--- src/sdcmd_pkg.sv ---
`timescale 1ns / 1ps
// Shared types and codes for the SD-card SPI command engine.
// Used by the front end, the request queue, the sequencer and the top level.
package sdcmd_pkg;

    // Operation codes on the input channel.
    localparam logic [1:0] OP_ISSUE   = 2'd0;
    localparam logic [1:0] OP_RX_BYTE = 2'd1;
    localparam logic [1:0] OP_RELEASE = 2'd2;

    // Request classes produced by the front end.
    localparam logic [1:0] REQ_ISSUE   = 2'd0;
    localparam logic [1:0] REQ_RX_BYTE = 2'd1;
    localparam logic [1:0] REQ_RELEASE = 2'd2;
    localparam logic [1:0] REQ_BAD     = 2'd3;

    // Result kinds.
    localparam logic [1:0] KIND_SEND   = 2'd0;
    localparam logic [1:0] KIND_DONE   = 2'd1;
    localparam logic [1:0] KIND_REJECT = 2'd2;

    localparam logic [2:0] MAX_TRAILING = 3'd4;

    typedef struct packed {
        logic [1:0]  cls;
        logic [5:0]  cmd_index;
        logic        app_command;
        logic [31:0] argument;
        logic [2:0]  trailing_len;
        logic [7:0]  rx_byte;
    } sdcmd_req_t;

    typedef struct packed {
        logic [1:0]  kind;
        logic [7:0]  tx_byte;
        logic        chip_select;
        logic [7:0]  r1_response;
        logic [31:0] trailing_data;
        logic        response_timeout;
    } sdcmd_result_t;

endpackage

--- src/sdcmd_front.sv ---
`timescale 1ns / 1ps
// Front end: classifies incoming requests and normalizes their fields.
// Depends on sdcmd_pkg.
module sdcmd_front
(
    input  logic [1:0]          operation,
    input  logic [5:0]          cmd_index,
    input  logic                app_command,
    input  logic [31:0]         argument,
    input  logic [2:0]          trailing_len,
    input  logic [7:0]          rx_byte,
    output sdcmd_pkg::sdcmd_req_t req
);

    logic [1:0] cls;

    always_comb
    begin
        case (operation)
            sdcmd_pkg::OP_ISSUE:   cls = sdcmd_pkg::REQ_ISSUE;
            sdcmd_pkg::OP_RX_BYTE: cls = sdcmd_pkg::REQ_RX_BYTE;
            sdcmd_pkg::OP_RELEASE: cls = sdcmd_pkg::REQ_RELEASE;
            default:               cls = sdcmd_pkg::REQ_BAD;
        endcase
    end

    always_comb
    begin
        req.cls          = cls;
        req.cmd_index    = cmd_index;
        req.app_command  = app_command;
        req.argument     = argument;
        // Lengths above four saturate.
        req.trailing_len = (trailing_len > sdcmd_pkg::MAX_TRAILING) ?
                           sdcmd_pkg::MAX_TRAILING : trailing_len;
        req.rx_byte      = rx_byte;
    end

endmodule

--- src/sdcmd_queue.sv ---
`timescale 1ns / 1ps
// Small request queue between the front end and the sequencer.
// Depends on sdcmd_pkg.
module sdcmd_queue
#(
    parameter int DEPTH = 4
)
(
    input  logic                          clk,
    input  logic                          rst_n,
    input  logic                          push,
    input  sdcmd_pkg::sdcmd_req_t         push_data,
    input  logic                          pop,
    output sdcmd_pkg::sdcmd_req_t         head,
    output logic                          not_empty,
    output logic                          full,
    output logic [$clog2(DEPTH+1)-1:0]    count
);

    localparam int PW = (DEPTH > 1) ? $clog2(DEPTH) : 1;
    localparam int CW = $clog2(DEPTH + 1);
    localparam logic [PW-1:0] LAST = PW'(DEPTH - 1);

    sdcmd_pkg::sdcmd_req_t entries_reg [DEPTH];
    logic [PW-1:0] wr_ptr_reg, wr_ptr_next;
    logic [PW-1:0] rd_ptr_reg, rd_ptr_next;
    logic [CW-1:0] count_reg, count_next;

    always_comb
    begin
        wr_ptr_next = wr_ptr_reg;
        rd_ptr_next = rd_ptr_reg;
        count_next  = count_reg;
        if (push)
        begin
            wr_ptr_next = (wr_ptr_reg == LAST) ? '0 : wr_ptr_reg + 1'b1;
        end
        if (pop)
        begin
            rd_ptr_next = (rd_ptr_reg == LAST) ? '0 : rd_ptr_reg + 1'b1;
        end
        if (push && !pop)
        begin
            count_next = count_reg + 1'b1;
        end
        else if (pop && !push)
        begin
            count_next = count_reg - 1'b1;
        end
    end

    always_ff @(posedge clk or negedge rst_n)
    begin
        if (!rst_n)
        begin
            wr_ptr_reg <= '0;
            rd_ptr_reg <= '0;
            count_reg  <= '0;
        end
        else
        begin
            wr_ptr_reg <= wr_ptr_next;
            rd_ptr_reg <= rd_ptr_next;
            count_reg  <= count_next;
        end
    end

    always_ff @(posedge clk)
    begin
        if (push)
        begin
            entries_reg[wr_ptr_reg] <= push_data;
        end
    end

    assign head      = entries_reg[rd_ptr_reg];
    assign not_empty = (count_reg != '0);
    assign full      = (count_reg == CW'(DEPTH));
    assign count     = count_reg;

endmodule

--- src/sdcmd_back.sv ---
`timescale 1ns / 1ps
// Sequencer: runs the SPI command byte sequence, one queued request per cycle
// while its output is not stalled, and registers the result. Depends on sdcmd_pkg.
module sdcmd_back
(
    input  logic                     clk,
    input  logic                     rst_n,
    input  logic [7:0]               retries,
    input  logic                     req_valid,
    input  sdcmd_pkg::sdcmd_req_t    req,
    output logic                     pop,
    input  logic                     out_stall,
    output logic                     out_valid,
    output sdcmd_pkg::sdcmd_result_t result
);

    localparam logic [3:0] PH_IDLE  = 4'd0;
    localparam logic [3:0] PH_SEL   = 4'd1;
    localparam logic [3:0] PH_READY = 4'd2;
    localparam logic [3:0] PH_SEND  = 4'd3;
    localparam logic [3:0] PH_STUFF = 4'd4;
    localparam logic [3:0] PH_POLL  = 4'd5;
    localparam logic [3:0] PH_TRAIL = 4'd6;
    localparam logic [3:0] PH_REL   = 4'd7;

    localparam logic [5:0] CMD_GO_IDLE   = 6'd0;
    localparam logic [5:0] CMD_IF_COND   = 6'd8;
    localparam logic [5:0] CMD_STOP      = 6'd12;
    localparam logic [5:0] CMD_APP       = 6'd55;
    localparam logic [7:0] CRC_GO_IDLE   = 8'h95;
    localparam logic [7:0] CRC_IF_COND   = 8'h87;
    localparam logic [7:0] CRC_DUMMY     = 8'h01;
    localparam logic [7:0] FILL_BYTE     = 8'hFF;
    localparam logic [7:0] R1_IDLE       = 8'h01;
    localparam logic [2:0] LAST_PKT_BYTE = 3'd5;

    function automatic logic [7:0] packet_byte(input logic [5:0] c,
                                               input logic [31:0] arg,
                                               input logic [2:0] k);
        logic [7:0] b;
        case (k)
            3'd0: b = {2'b01, c};
            3'd1: b = arg[31:24];
            3'd2: b = arg[23:16];
            3'd3: b = arg[15:8];
            3'd4: b = arg[7:0];
            default:
            begin
                if (c == CMD_GO_IDLE)
                    b = CRC_GO_IDLE;
                else if (c == CMD_IF_COND)
                    b = CRC_IF_COND;
                else
                    b = CRC_DUMMY;
            end
        endcase
        return b;
    endfunction

    logic [3:0]  phase_reg, phase_next;
    logic [5:0]  cmd_reg, cmd_next;
    logic        app_reg, app_next;
    logic [31:0] arg_reg, arg_next;
    logic [2:0]  bc_reg, bc_next;
    logic [7:0]  poll_reg, poll_next;
    logic [2:0]  tc_reg, tc_next;
    logic [31:0] shift_reg, shift_next;
    logic [7:0]  r1_reg, r1_next;
    logic        cs_reg, cs_next;
    logic        out_valid_reg, out_valid_next;
    sdcmd_pkg::sdcmd_result_t res_reg, res_next;

    logic        start;
    logic        fin;
    logic        reject;
    logic [5:0]  act_cur;
    logic [31:0] arg_cur;
    logic [5:0]  act_new;
    logic [2:0]  tc_dec;

    assign pop = req_valid && (!out_valid_reg || !out_stall);

    always_comb
    begin
        phase_next = phase_reg;
        cmd_next   = cmd_reg;
        app_next   = app_reg;
        arg_next   = arg_reg;
        bc_next    = bc_reg;
        poll_next  = poll_reg;
        tc_next    = tc_reg;
        shift_next = shift_reg;
        r1_next    = r1_reg;
        cs_next    = cs_reg;
        start      = 1'b0;
        fin        = 1'b0;
        reject     = 1'b0;
        act_new    = '0;
        tc_dec     = tc_reg - 1'b1;
        act_cur    = app_reg ? CMD_APP : cmd_reg;
        arg_cur    = app_reg ? '0 : arg_reg;
        res_next   = '0;
        res_next.kind = sdcmd_pkg::KIND_SEND;

        if (pop)
        begin
            case (req.cls)
                sdcmd_pkg::REQ_ISSUE:
                begin
                    if (phase_reg != PH_IDLE)
                    begin
                        reject = 1'b1;
                    end
                    else
                    begin
                        cmd_next   = req.cmd_index;
                        app_next   = req.app_command;
                        arg_next   = req.argument;
                        tc_next    = req.trailing_len;
                        shift_next = '0;
                        r1_next    = '0;
                        bc_next    = '0;
                        poll_next  = '0;
                        start      = 1'b1;
                    end
                end
                sdcmd_pkg::REQ_RELEASE:
                begin
                    if (phase_reg != PH_IDLE)
                    begin
                        reject = 1'b1;
                    end
                    else
                    begin
                        cs_next          = 1'b0;
                        phase_next       = PH_REL;
                        res_next.tx_byte = FILL_BYTE;
                    end
                end
                sdcmd_pkg::REQ_RX_BYTE:
                begin
                    case (phase_reg)
                        PH_IDLE:
                        begin
                            reject = 1'b1;
                        end
                        PH_SEL:
                        begin
                            phase_next       = PH_READY;
                            res_next.tx_byte = FILL_BYTE;
                        end
                        PH_READY:
                        begin
                            if (req.rx_byte == FILL_BYTE)
                            begin
                                phase_next       = PH_SEND;
                                bc_next          = '0;
                                res_next.tx_byte = packet_byte(act_cur, arg_cur, 3'd0);
                            end
                            else
                            begin
                                res_next.tx_byte = FILL_BYTE;
                            end
                        end
                        PH_SEND:
                        begin
                            if (bc_reg < LAST_PKT_BYTE)
                            begin
                                bc_next          = bc_reg + 1'b1;
                                res_next.tx_byte = packet_byte(act_cur, arg_cur, bc_next);
                            end
                            else
                            begin
                                if (act_cur == CMD_STOP)
                                begin
                                    phase_next = PH_STUFF;
                                end
                                else
                                begin
                                    phase_next = PH_POLL;
                                    poll_next  = retries;
                                end
                                res_next.tx_byte = FILL_BYTE;
                            end
                        end
                        PH_STUFF:
                        begin
                            phase_next       = PH_POLL;
                            poll_next        = retries;
                            res_next.tx_byte = FILL_BYTE;
                        end
                        PH_POLL:
                        begin
                            if (req.rx_byte[7] && (poll_reg != '0))
                            begin
                                poll_next        = poll_reg - 1'b1;
                                res_next.tx_byte = FILL_BYTE;
                            end
                            else
                            begin
                                r1_next = req.rx_byte;
                                if (app_reg)
                                begin
                                    // CMD55 went through; only an idle R1 lets the
                                    // real command follow.
                                    app_next = 1'b0;
                                    if (req.rx_byte != R1_IDLE)
                                    begin
                                        fin = 1'b1;
                                    end
                                    else
                                    begin
                                        r1_next = '0;
                                        start   = 1'b1;
                                    end
                                end
                                else if (tc_reg == '0)
                                begin
                                    fin = 1'b1;
                                end
                                else
                                begin
                                    phase_next       = PH_TRAIL;
                                    res_next.tx_byte = FILL_BYTE;
                                end
                            end
                        end
                        PH_TRAIL:
                        begin
                            shift_next = {shift_reg[23:0], req.rx_byte};
                            if (tc_reg != '0)
                            begin
                                tc_next = tc_dec;
                            end
                            if (tc_next == '0)
                            begin
                                fin = 1'b1;
                            end
                            else
                            begin
                                res_next.tx_byte = FILL_BYTE;
                            end
                        end
                        PH_REL:
                        begin
                            phase_next    = PH_IDLE;
                            res_next.kind = sdcmd_pkg::KIND_DONE;
                        end
                        default:
                        begin
                            phase_next    = PH_IDLE;
                            res_next.kind = sdcmd_pkg::KIND_DONE;
                        end
                    endcase
                end
                default:
                begin
                    reject = 1'b1;
                end
            endcase

            if (start)
            begin
                act_new = app_next ? CMD_APP : cmd_next;
                if (act_new != CMD_STOP)
                begin
                    cs_next          = 1'b1;
                    phase_next       = PH_SEL;
                    res_next.tx_byte = FILL_BYTE;
                end
                else
                begin
                    // CMD12 skips the select and ready wait.
                    phase_next       = PH_SEND;
                    bc_next          = '0;
                    res_next.tx_byte = packet_byte(act_new,
                                                   app_next ? 32'd0 : arg_next, 3'd0);
                end
            end

            if (fin)
            begin
                phase_next                = PH_IDLE;
                res_next.kind             = sdcmd_pkg::KIND_DONE;
                res_next.tx_byte          = '0;
                res_next.r1_response      = r1_next;
                res_next.trailing_data    = shift_next;
                res_next.response_timeout = r1_next[7];
            end

            if (reject)
            begin
                phase_next    = phase_reg;
                res_next.kind = sdcmd_pkg::KIND_REJECT;
            end

            res_next.chip_select = cs_next;
        end
    end

    always_comb
    begin
        if (pop)
            out_valid_next = 1'b1;
        else if (!out_stall)
            out_valid_next = 1'b0;
        else
            out_valid_next = out_valid_reg;
    end

    always_ff @(posedge clk or negedge rst_n)
    begin
        if (!rst_n)
        begin
            phase_reg     <= PH_IDLE;
            cmd_reg       <= '0;
            app_reg       <= 1'b0;
            arg_reg       <= '0;
            bc_reg        <= '0;
            poll_reg      <= '0;
            tc_reg        <= '0;
            shift_reg     <= '0;
            r1_reg        <= '0;
            cs_reg        <= 1'b0;
            out_valid_reg <= 1'b0;
        end
        else
        begin
            phase_reg     <= phase_next;
            cmd_reg       <= cmd_next;
            app_reg       <= app_next;
            arg_reg       <= arg_next;
            bc_reg        <= bc_next;
            poll_reg      <= poll_next;
            tc_reg        <= tc_next;
            shift_reg     <= shift_next;
            r1_reg        <= r1_next;
            cs_reg        <= cs_next;
            out_valid_reg <= out_valid_next;
        end
    end

    always_ff @(posedge clk)
    begin
        if (pop)
        begin
            res_reg <= res_next;
        end
    end

    assign out_valid = out_valid_reg;
    assign result    = res_reg;

endmodule

--- src/sd_spi_command_engine_unit.sv ---
`timescale 1ns / 1ps
// SD-card SPI-mode command engine, one request per SPI byte exchange.
// Throughput: one request accepted per cycle, stalled only while the request queue is
// full; the sequencer retires one queued request per cycle, set by its single state update,
// unless out_stall holds a valid result. A request is written into the queue when
// accepted; the sequencer pops it and registers its result. Reset (rst_n, async)
// empties the queue, idles the sequencer, deasserts chip select, retries = 10.
module sd_spi_command_engine_unit
#(
    parameter int QUEUE_DEPTH = 4
)
(
    input  logic        clk,
    input  logic        rst_n,
    input  logic        cfg_we,
    input  logic [7:0]  cfg_wdata,
    input  logic        in_valid,
    output logic        in_stall,
    input  logic [1:0]  operation,
    input  logic [5:0]  cmd_index,
    input  logic        app_command,
    input  logic [31:0] argument,
    input  logic [2:0]  trailing_len,
    input  logic [7:0]  rx_byte,
    output logic        out_valid,
    input  logic        out_stall,
    output logic [1:0]  kind,
    output logic [7:0]  tx_byte,
    output logic        chip_select,
    output logic [7:0]  r1_response,
    output logic [31:0] trailing_data,
    output logic        response_timeout
);

    localparam int CW = $clog2(QUEUE_DEPTH + 1);
    localparam logic [7:0] RETRIES_RESET = 8'd10;

    logic [7:0]               retries_reg;
    sdcmd_pkg::sdcmd_req_t    front_req;
    sdcmd_pkg::sdcmd_req_t    q_head;
    logic                     q_not_empty;
    logic                     q_full;
    logic [CW-1:0]            q_count;
    logic                     q_push;
    logic                     q_pop;
    sdcmd_pkg::sdcmd_result_t result;

    always_ff @(posedge clk or negedge rst_n)
    begin
        if (!rst_n)
            retries_reg <= RETRIES_RESET;
        else if (cfg_we)
            retries_reg <= cfg_wdata;
    end

    sdcmd_front u_front
    (
        .operation    (operation),
        .cmd_index    (cmd_index),
        .app_command  (app_command),
        .argument     (argument),
        .trailing_len (trailing_len),
        .rx_byte      (rx_byte),
        .req          (front_req)
    );

    assign in_stall = q_full;
    assign q_push   = in_valid && !q_full;

    sdcmd_queue #(.DEPTH(QUEUE_DEPTH)) u_queue
    (
        .clk       (clk),
        .rst_n     (rst_n),
        .push      (q_push),
        .push_data (front_req),
        .pop       (q_pop),
        .head      (q_head),
        .not_empty (q_not_empty),
        .full      (q_full),
        .count     (q_count)
    );

    sdcmd_back u_back
    (
        .clk       (clk),
        .rst_n     (rst_n),
        .retries   (retries_reg),
        .req_valid (q_not_empty),
        .req       (q_head),
        .pop       (q_pop),
        .out_stall (out_stall),
        .out_valid (out_valid),
        .result    (result)
    );

    assign kind             = result.kind;
    assign tx_byte          = result.tx_byte;
    assign chip_select      = result.chip_select;
    assign r1_response      = result.r1_response;
    assign trailing_data    = result.trailing_data;
    assign response_timeout = result.response_timeout;

    a_queue_bound: assert property (@(posedge clk) disable iff (!rst_n)
        q_count <= CW'(QUEUE_DEPTH))
        else $error("request queue count exceeds its depth");

    a_queue_grows: assert property (@(posedge clk) disable iff (!rst_n)
        (q_push && !q_pop) |=> (q_count == $past(q_count) + 1'b1))
        else $error("request queue count did not follow a push");

    a_reject_clean: assert property (@(posedge clk) disable iff (!rst_n)
        (out_valid && kind == sdcmd_pkg::KIND_REJECT) |->
        (tx_byte == 8'd0 && r1_response == 8'd0 && trailing_data == 32'd0
         && !response_timeout))
        else $error("rejected request carries payload");

    a_done_no_tx: assert property (@(posedge clk) disable iff (!rst_n)
        (out_valid && kind == sdcmd_pkg::KIND_DONE) |-> (tx_byte == 8'd0))
        else $error("completion carries a transmit byte");

endmodule
--- config.mk ---
export PLATFORM = sky130hd
export DESIGN_NAME = sd_spi_command_engine_unit
export DESIGN_NICKNAME = d
export VERILOG_FILES = /design/src/sdcmd_pkg.sv /design/src/sdcmd_front.sv /design/src/sdcmd_queue.sv /design/src/sdcmd_back.sv /design/src/sd_spi_command_engine_unit.sv
export SDC_FILE = /design/constraint.sdc
export NUM_CORES = 1
export LEC_CHECK = 0
export BUFFER_PORTS_ARGS = -buffer_cell sky130_fd_sc_hd__buf_2
export CAP_MARGIN = 20
export CELL_PAD_IN_SITES_DETAIL_PLACEMENT = 2
export CELL_PAD_IN_SITES_GLOBAL_PLACEMENT = 2
export CORE_ASPECT_RATIO = 1.4
export CORE_MARGIN = 2
export CORE_UTILIZATION = 40
export DETAILED_ROUTE_END_ITERATION = 16
export GPL_TIMING_DRIVEN = 0
export PLACE_DENSITY_LB_ADDON = 0.1
export RECOVER_POWER = 50
export SLEW_MARGIN = 0
export SYNTH_ARGS = -nofsm -noshare
export SYNTH_HDL_FRONTEND = slang
export SYNTH_SLANG_ARGS = --single-unit
--- constraint.sdc ---
create_clock -name clk -period 4.07 [get_ports clk]
set_input_delay 0.2035 -clock clk [delete_from_list [all_inputs] [get_ports clk]]
set_output_delay 0.2035 -clock clk [all_outputs]
set_load 0.03 [all_outputs]
* Word-level counts from Yosys, hierarchy flattened
Memory sizes are Yosys's and may differ from the RTL's.
Index checks and enable logic that the tools add are counted.
** Storage, ports and cells
- Register bits after elaboration :: 166
- Memory bits (writable) :: 208
- Input bits :: 65
- Output and inout port bits :: 54
- Word-level logic and storage cells :: 204
- Memories :: 1
** Memory list
- u_queue.entries_reg :: words 4, width 52, rd ports 1, clocked after Yosys merged registers in 0, write ports 1, RTL line sdcmd_queue.sv:24 : sdcmd_pkg::sdcmd_req_t entries_reg [DEPTH];
** Operators by class
- $add $sub $neg :: 7
- Order comparisons :: 2
- Equality and inequality tests :: 36
- Multiplexer cells :: 102
- Bitwise gates (word level) :: 2
- Reduce and logical (&&, ||, !) cells :: 33
** Operator list (number)
- $mux W8 :: 20
- $mux W32 :: 3
- $pmux W8 S5 :: 2
- $pmux W32 S2 :: 1
- $pmux W8 S2 :: 3
- $mux W3 :: 14
- $mux W4 :: 8
- $mux W1 :: 31
- $mux W6 :: 5
- $pmux W4 S6 :: 1
- $pmux W8 S3 :: 1
- $ne A5 B5 Y1 const B :: 4
- $pmux W3 S2 :: 3
- $eq A4 B3 Y1 const B :: 3
- $eq A6 B4 Y1 const B :: 2
- $reduce_and A10 Y1 :: 1
- $logic_not A3 Y1 :: 3
- $mux W9 :: 1
- $eq A2 B2 Y1 const B :: 4
- $eq A4 B2 Y1 const B :: 2
- $eq A8 B8 Y1 const B :: 1
- $ne A4 B4 Y1 const B :: 2
- $ne A8 B1 Y1 const B :: 1
- $pmux W1 S2 :: 4
- other kinds (37) :: 62

* Longest topological paths before layout
- Word-level depth :: 12
- Gate-level depth with buffers :: 15
- Depth with buffers taken out :: 10

* Cells and area by module
From an unflattened synthesis, not the netlist that was laid out.
** Second synthesis, totals
- Cell total of the unflattened synthesis :: 1111
- Area total of the unflattened synthesis :: 16022.9 sq um
** By module, submodules not included
- sdcmd_queue :: instances 1, cells an instance 309, area an instance 7986.4 sq um, seq. area each 6421.2 sq um
- sdcmd_back :: instances 1, cells an instance 732, area an instance 7319.5 sq um, seq. area each 3983.8 sq um
- sdcmd_front :: instances 1, cells an instance 52, area an instance 376.6 sq um, seq. area each 0.0 sq um
- sd_spi_command_engine_unit :: instances 1, cells an instance 18, area an instance 340.3 sq um, seq. area each 202.7 sq um

* Worst setup path after synthesis
Ideal clock, no wire load.
- Kind :: reg-to-reg
- From :: register u_queue.rd_ptr_reg[0]
- To :: register u_back.shift_reg[7]
- Library setup time :: 121 ps
- Arrival time :: 4120 ps
- Data required time :: 3949 ps
- Slack :: -171 ps
- Cell stages (with the launch flop) :: 14
- Path buffers :: 6
- Clock period less this slack :: 4241 ps
- Path through :: dfrtp_1 -> buf_6 -> buf_2 -> buf_2 -> buf_2 -> mux4_2 -> inv_1 -> ha_1 -> nor4b_1 -> o22ai_1 -> or2_2 -> clkbuf_1 -> clkbuf_1 -> a22o_1
** On the way
- Word-level cells in the longest chain between the ends :: 3
- Elaborated cells between the ends (all ways) :: 5
- Classes of those cells :: eq/ne (1); mux (2); reduce/logical (1); memory (1)
** Ends and longest elaborated chain
- from (decl) :: RTL line sdcmd_queue.sv:26 : logic [PW-1:0] rd_ptr_reg, rd_ptr_next;
- from (signal assigned) :: RTL line sdcmd_queue.sv:63 : rd_ptr_reg <= rd_ptr_next;
- $mem_v2 Z4 W52 (*)
- $eq A2 B1 Y1, or another cell as far along :: RTL line sdcmd_back.sv:107 : case (req.cls)
- $pmux W32 S2 (*) :: RTL line sdcmd_back.sv:107
- to (signal assigned) :: RTL line sdcmd_back.sv:336 : shift_reg <= shift_next;
- to (decl) :: RTL line sdcmd_back.sv:67 : logic [31:0] shift_reg, shift_next;
Every way passes the cells marked *; elsewhere a longest branch is shown, timed or not.
A chain may end at the register's enable or synchronous reset.

* Worst setup path after layout
- From :: register u_queue.rd_ptr_reg[0]
- To :: register u_back.bc_reg[0]
** On the way
- Word-level cells in the longest chain between the ends :: 10
- Elaborated cells between the ends (all ways) :: 27
- Classes of those cells :: eq/ne (4); mux (20); reduce/logical (2); memory (1)
** Ends and longest elaborated chain
- $mem_v2 Z4 W52 (*)
- $logic_and A1 B1 Y1 :: RTL line sdcmd_back.sv:194 : if (req.rx_byte[7] && (poll_reg != '0))
- $mux W1 :: RTL line sdcmd_back.sv:194
- $mux W1 :: RTL line sdcmd_back.sv:142 : case (phase_reg)
- $pmux W1 S2 :: RTL line sdcmd_back.sv:107
- $mux W1 :: RTL line sdcmd_back.sv:105 : if (pop)
- $mux W6 :: RTL line sdcmd_back.sv:264 : act_new = app_next ? CMD_APP : cmd_next;
- $ne A6 B4 Y1 :: RTL line sdcmd_back.sv:265 : if (act_new != CMD_STOP)
- $mux W3 :: RTL line sdcmd_back.sv:265
- $mux W3 (*) :: RTL line sdcmd_back.sv:262 : if (start)
- to (signal assigned) :: RTL line sdcmd_back.sv:333 : bc_reg <= bc_next;
- to (decl) :: RTL line sdcmd_back.sv:64 : logic [2:0] bc_reg, bc_next;
Every way passes the cells marked *; elsewhere a longest branch is shown, timed or not. The select of a mux whose other input is x is not followed.

==> flow_metrics.tcl <==
set metrics [dict create \
    grt_overflow_total 0 \
    routed_wl_um 40720 \
    post-synth-top-area-fraction_pct 50.33 \
    synth-seq-cells 372 \
    yosys_most_used_dff "edfxtp_1" \
    outcome "finished, violations left" \
    final_hold_viol_count 0 \
    design.die.area_um2 40240 \
    skew_ps 16.78 \
    min_period_ps 3866 \
    critical_path_class "register to register" \
    routed-via-count 9421 \
    rrSetupSlack_ps 200 \
    nets 1286 \
    numCtsBuffers 39 \
    yosysTopAreaCell "edfxtp_1" \
    cp.arrival_ps 4290 \
    grt_pass1_vias 10525 \
    layoutNonFillerInstCount 1710 \
    hp-class "input port to register" \
    dpl_worst_slack_ps -2071 \
    syn_inst 978 \
    rows 85 \
    firstDrtPassIters 8 \
    fin_hold_ws_ps 110.2 \
    p_per_area_nw_per_um2 712.0 \
    die_x_um 170.1 \
    fp.dieH_um 236.6 \
    io_buffer_count 115 \
    synth_area_um2 15450 \
    wl_per_cell_um 23.81 \
    drtAntennaViolNets 0 \
    p_leak_uw 0.006761 \
    dp_hpwl_um 27670 \
    clock-root-buffer "clkbuf_16" \
    tightest_slew_ps 2258 \
    io_pins 119 \
    async_flop_share_pct 30.38 \
    grt_max_degree 84 \
    dp.cells 1573 \
    cts_sinks 372 \
    gp_congestion 0.8177 \
    drive_above_1_share_pct 17.89 \
    synth_edf_count 259 \
    worst_setup_path_end_kind "register" \
    synth_cell_type_count 71 \
    setup-tns-final_ps 0 \
    drc_errors 0 \
    clkLatencyLatePin_ps 540 \
    cts.htree.levels 2 \
    clk_pin_slew_worst_paths_ps 70 \
    fp.coreArea_um2 38290 \
    setup-violations-final 0 \
    syn-num-nets 1065 \
    violations "max-capacitance violations, max-slew violations" \
    worst_slack_ps 203.9 \
    largest_reg_flops 208 \
    ir_worst_vdd_mv 0.3679 \
    avgSynthCellArea_um2 15.80 \
    ys_warn_count 0 \
    cp-start-kind "register" \
    synth_area_leaders "edfxtp_1, dfrtp_1, mux4_2" \
    drv_cap 2 \
    relSlewSlack_pct -50.54 \
    grt_pass1_wl_um 63510 \
    fin_crit_sh_pct 94.99 \
    path_max_fanout 10 \
    cts_tree "yes" \
    antenna_found_initial 3 \
    required_ps 4490 \
    syn_to_final_growth_pct 20.27 \
    synth_seq_area_share_pct 68.64 \
    clockBufferDepth 3 \
    timing.fmax_mhz 258.7 \
    vias_per_cell 5.509 \
    grt_usage_pct 20.94 \
    dr.first_iter.drc_count 570 \
    yosysMostFrequentCell "edfxtp_1" \
    initial_utilization_pct 40.36 \
    synth_common_cells "edfxtp_1, dfrtp_1, nor2_1" \
    slew_violations 74 \
]
## worst max-delay path, cell delays in order (launching register included)
cell,delay (ps)
dfrtp_2,430
buf_12,130
buf_8,170
buf_6,210
mux4_2,590
inv_1,110
ha_2,270
nor4b_4,310
buf_4,200
buf_4,120
nand4b_1,130
a221o_1,370
o21ai_2,230
o21ai_1,140
mux2_2,300
## per-layer routing
metal / part of all wire (%) / global-route usage [%] / wire, µm
met1: 38 / 23.39 / 15420
met5: 0.032 / 0 / 13
met2: 56 / 40.35 / 22940
met4: 2.7 / 6.708 / 1115
met3: 3.0 / 2.992 / 1232
## power by group
group	internal (µW)	switching [µW]	total, µW
Sequential	4980	410	5390
Clock	2210	1480	3690
Combinational	1520	2630	4150
## logic make-up (layout without fill, tap and decap cells)
family	count (synthesis)	after routing	share of synthesized area, %
buf+inv	83	335	2.121
xor+xnor	3	3	0.1701
mux	104	104	11.38
other cells	0	2	0
simple gates	188	188	6.072
flops	372	372	68.64
fa+ha+maj	22	22	1.830
compound gates	206	206	9.781
## repair_timing
item / CTS / global route
setup endpoints to repair: 148 / 48
buffers inserted: 3 / 5
hold buffers: 59 / 0
resized for setup: 23 / 1
endpoints found under the hold margin: 292 / 0
## worst paths after layout
| kind | from | end | depth (start not counted) |
|---|---|---|---|
| max | u_queue.rd_ptr_reg[0]$_DFFE_PN0P_ | u_back.bc_reg[0]$_DFFE_PN0P_ | 14 |
| min | trailing_len[1] | u_queue.entries_reg[1][9]$_DFFE_PP_ | 2 |
| max reg2reg | u_queue.rd_ptr_reg[0]$_DFFE_PN0P_ | u_back.bc_reg[0]$_DFFE_PN0P_ | 14 |
| min reg2reg | u_back.poll_reg[6]$_DFFE_PN0P_ | u_back.poll_reg[6]$_DFFE_PN0P_ | 2 |
| max in group asynchronous | rst_n | retries_reg[1]$_DFFE_PN1P_ | 3 |
| min in group asynchronous | rst_n | u_back.shift_reg[6]$_DFFE_PN0P_ | 2 |
## cell usage in the layout, fill, tap and decap left out, types with 10 or more instances in the layout
master,instances
ha_1,20
nand3_1,10
buf_2,12
nand2_1,40
clkbuf_1,157
clkbuf_16,40
nor2b_1,13
o21ai_0,32
inv_1,19
dlygate4sd3_1,59
nor2_1,64
dfrtp_1,110
a21oi_1,29
buf_4,11
nor3_1,13
mux4_2,52
a22o_1,40
a22oi_1,38
edfxtp_1,259
mux2_2,50
## through the flow
step | area [µm²] | power [µW] | utilization, %
5_1_grt | 18580 | 13950 | 48.54
3_5_place_dp | 16700 | 9613 | 43.61
3_3_place_gp | 16630 | 9464 | 43.44
6_report | 18590 | 13230 | 48.55
2_1_floorplan | 15460 | 8136 | -
4_1_cts | 18700 | 13460 | 48.83
## area by class of cell
class                      count  area (µm²)
sequential                   372       10610
fill                        3643       19700
clock inverter                19       240.2
antenna                        2       5.005
tap                          478       598.1
timing repair buffer         184        1129
buffer                        58       270.3
multi-input combinational    523        4567
clock buffer                  53        1090
inverter                      21       78.83
Note: power is estimated with default switching activity, not from simulation.
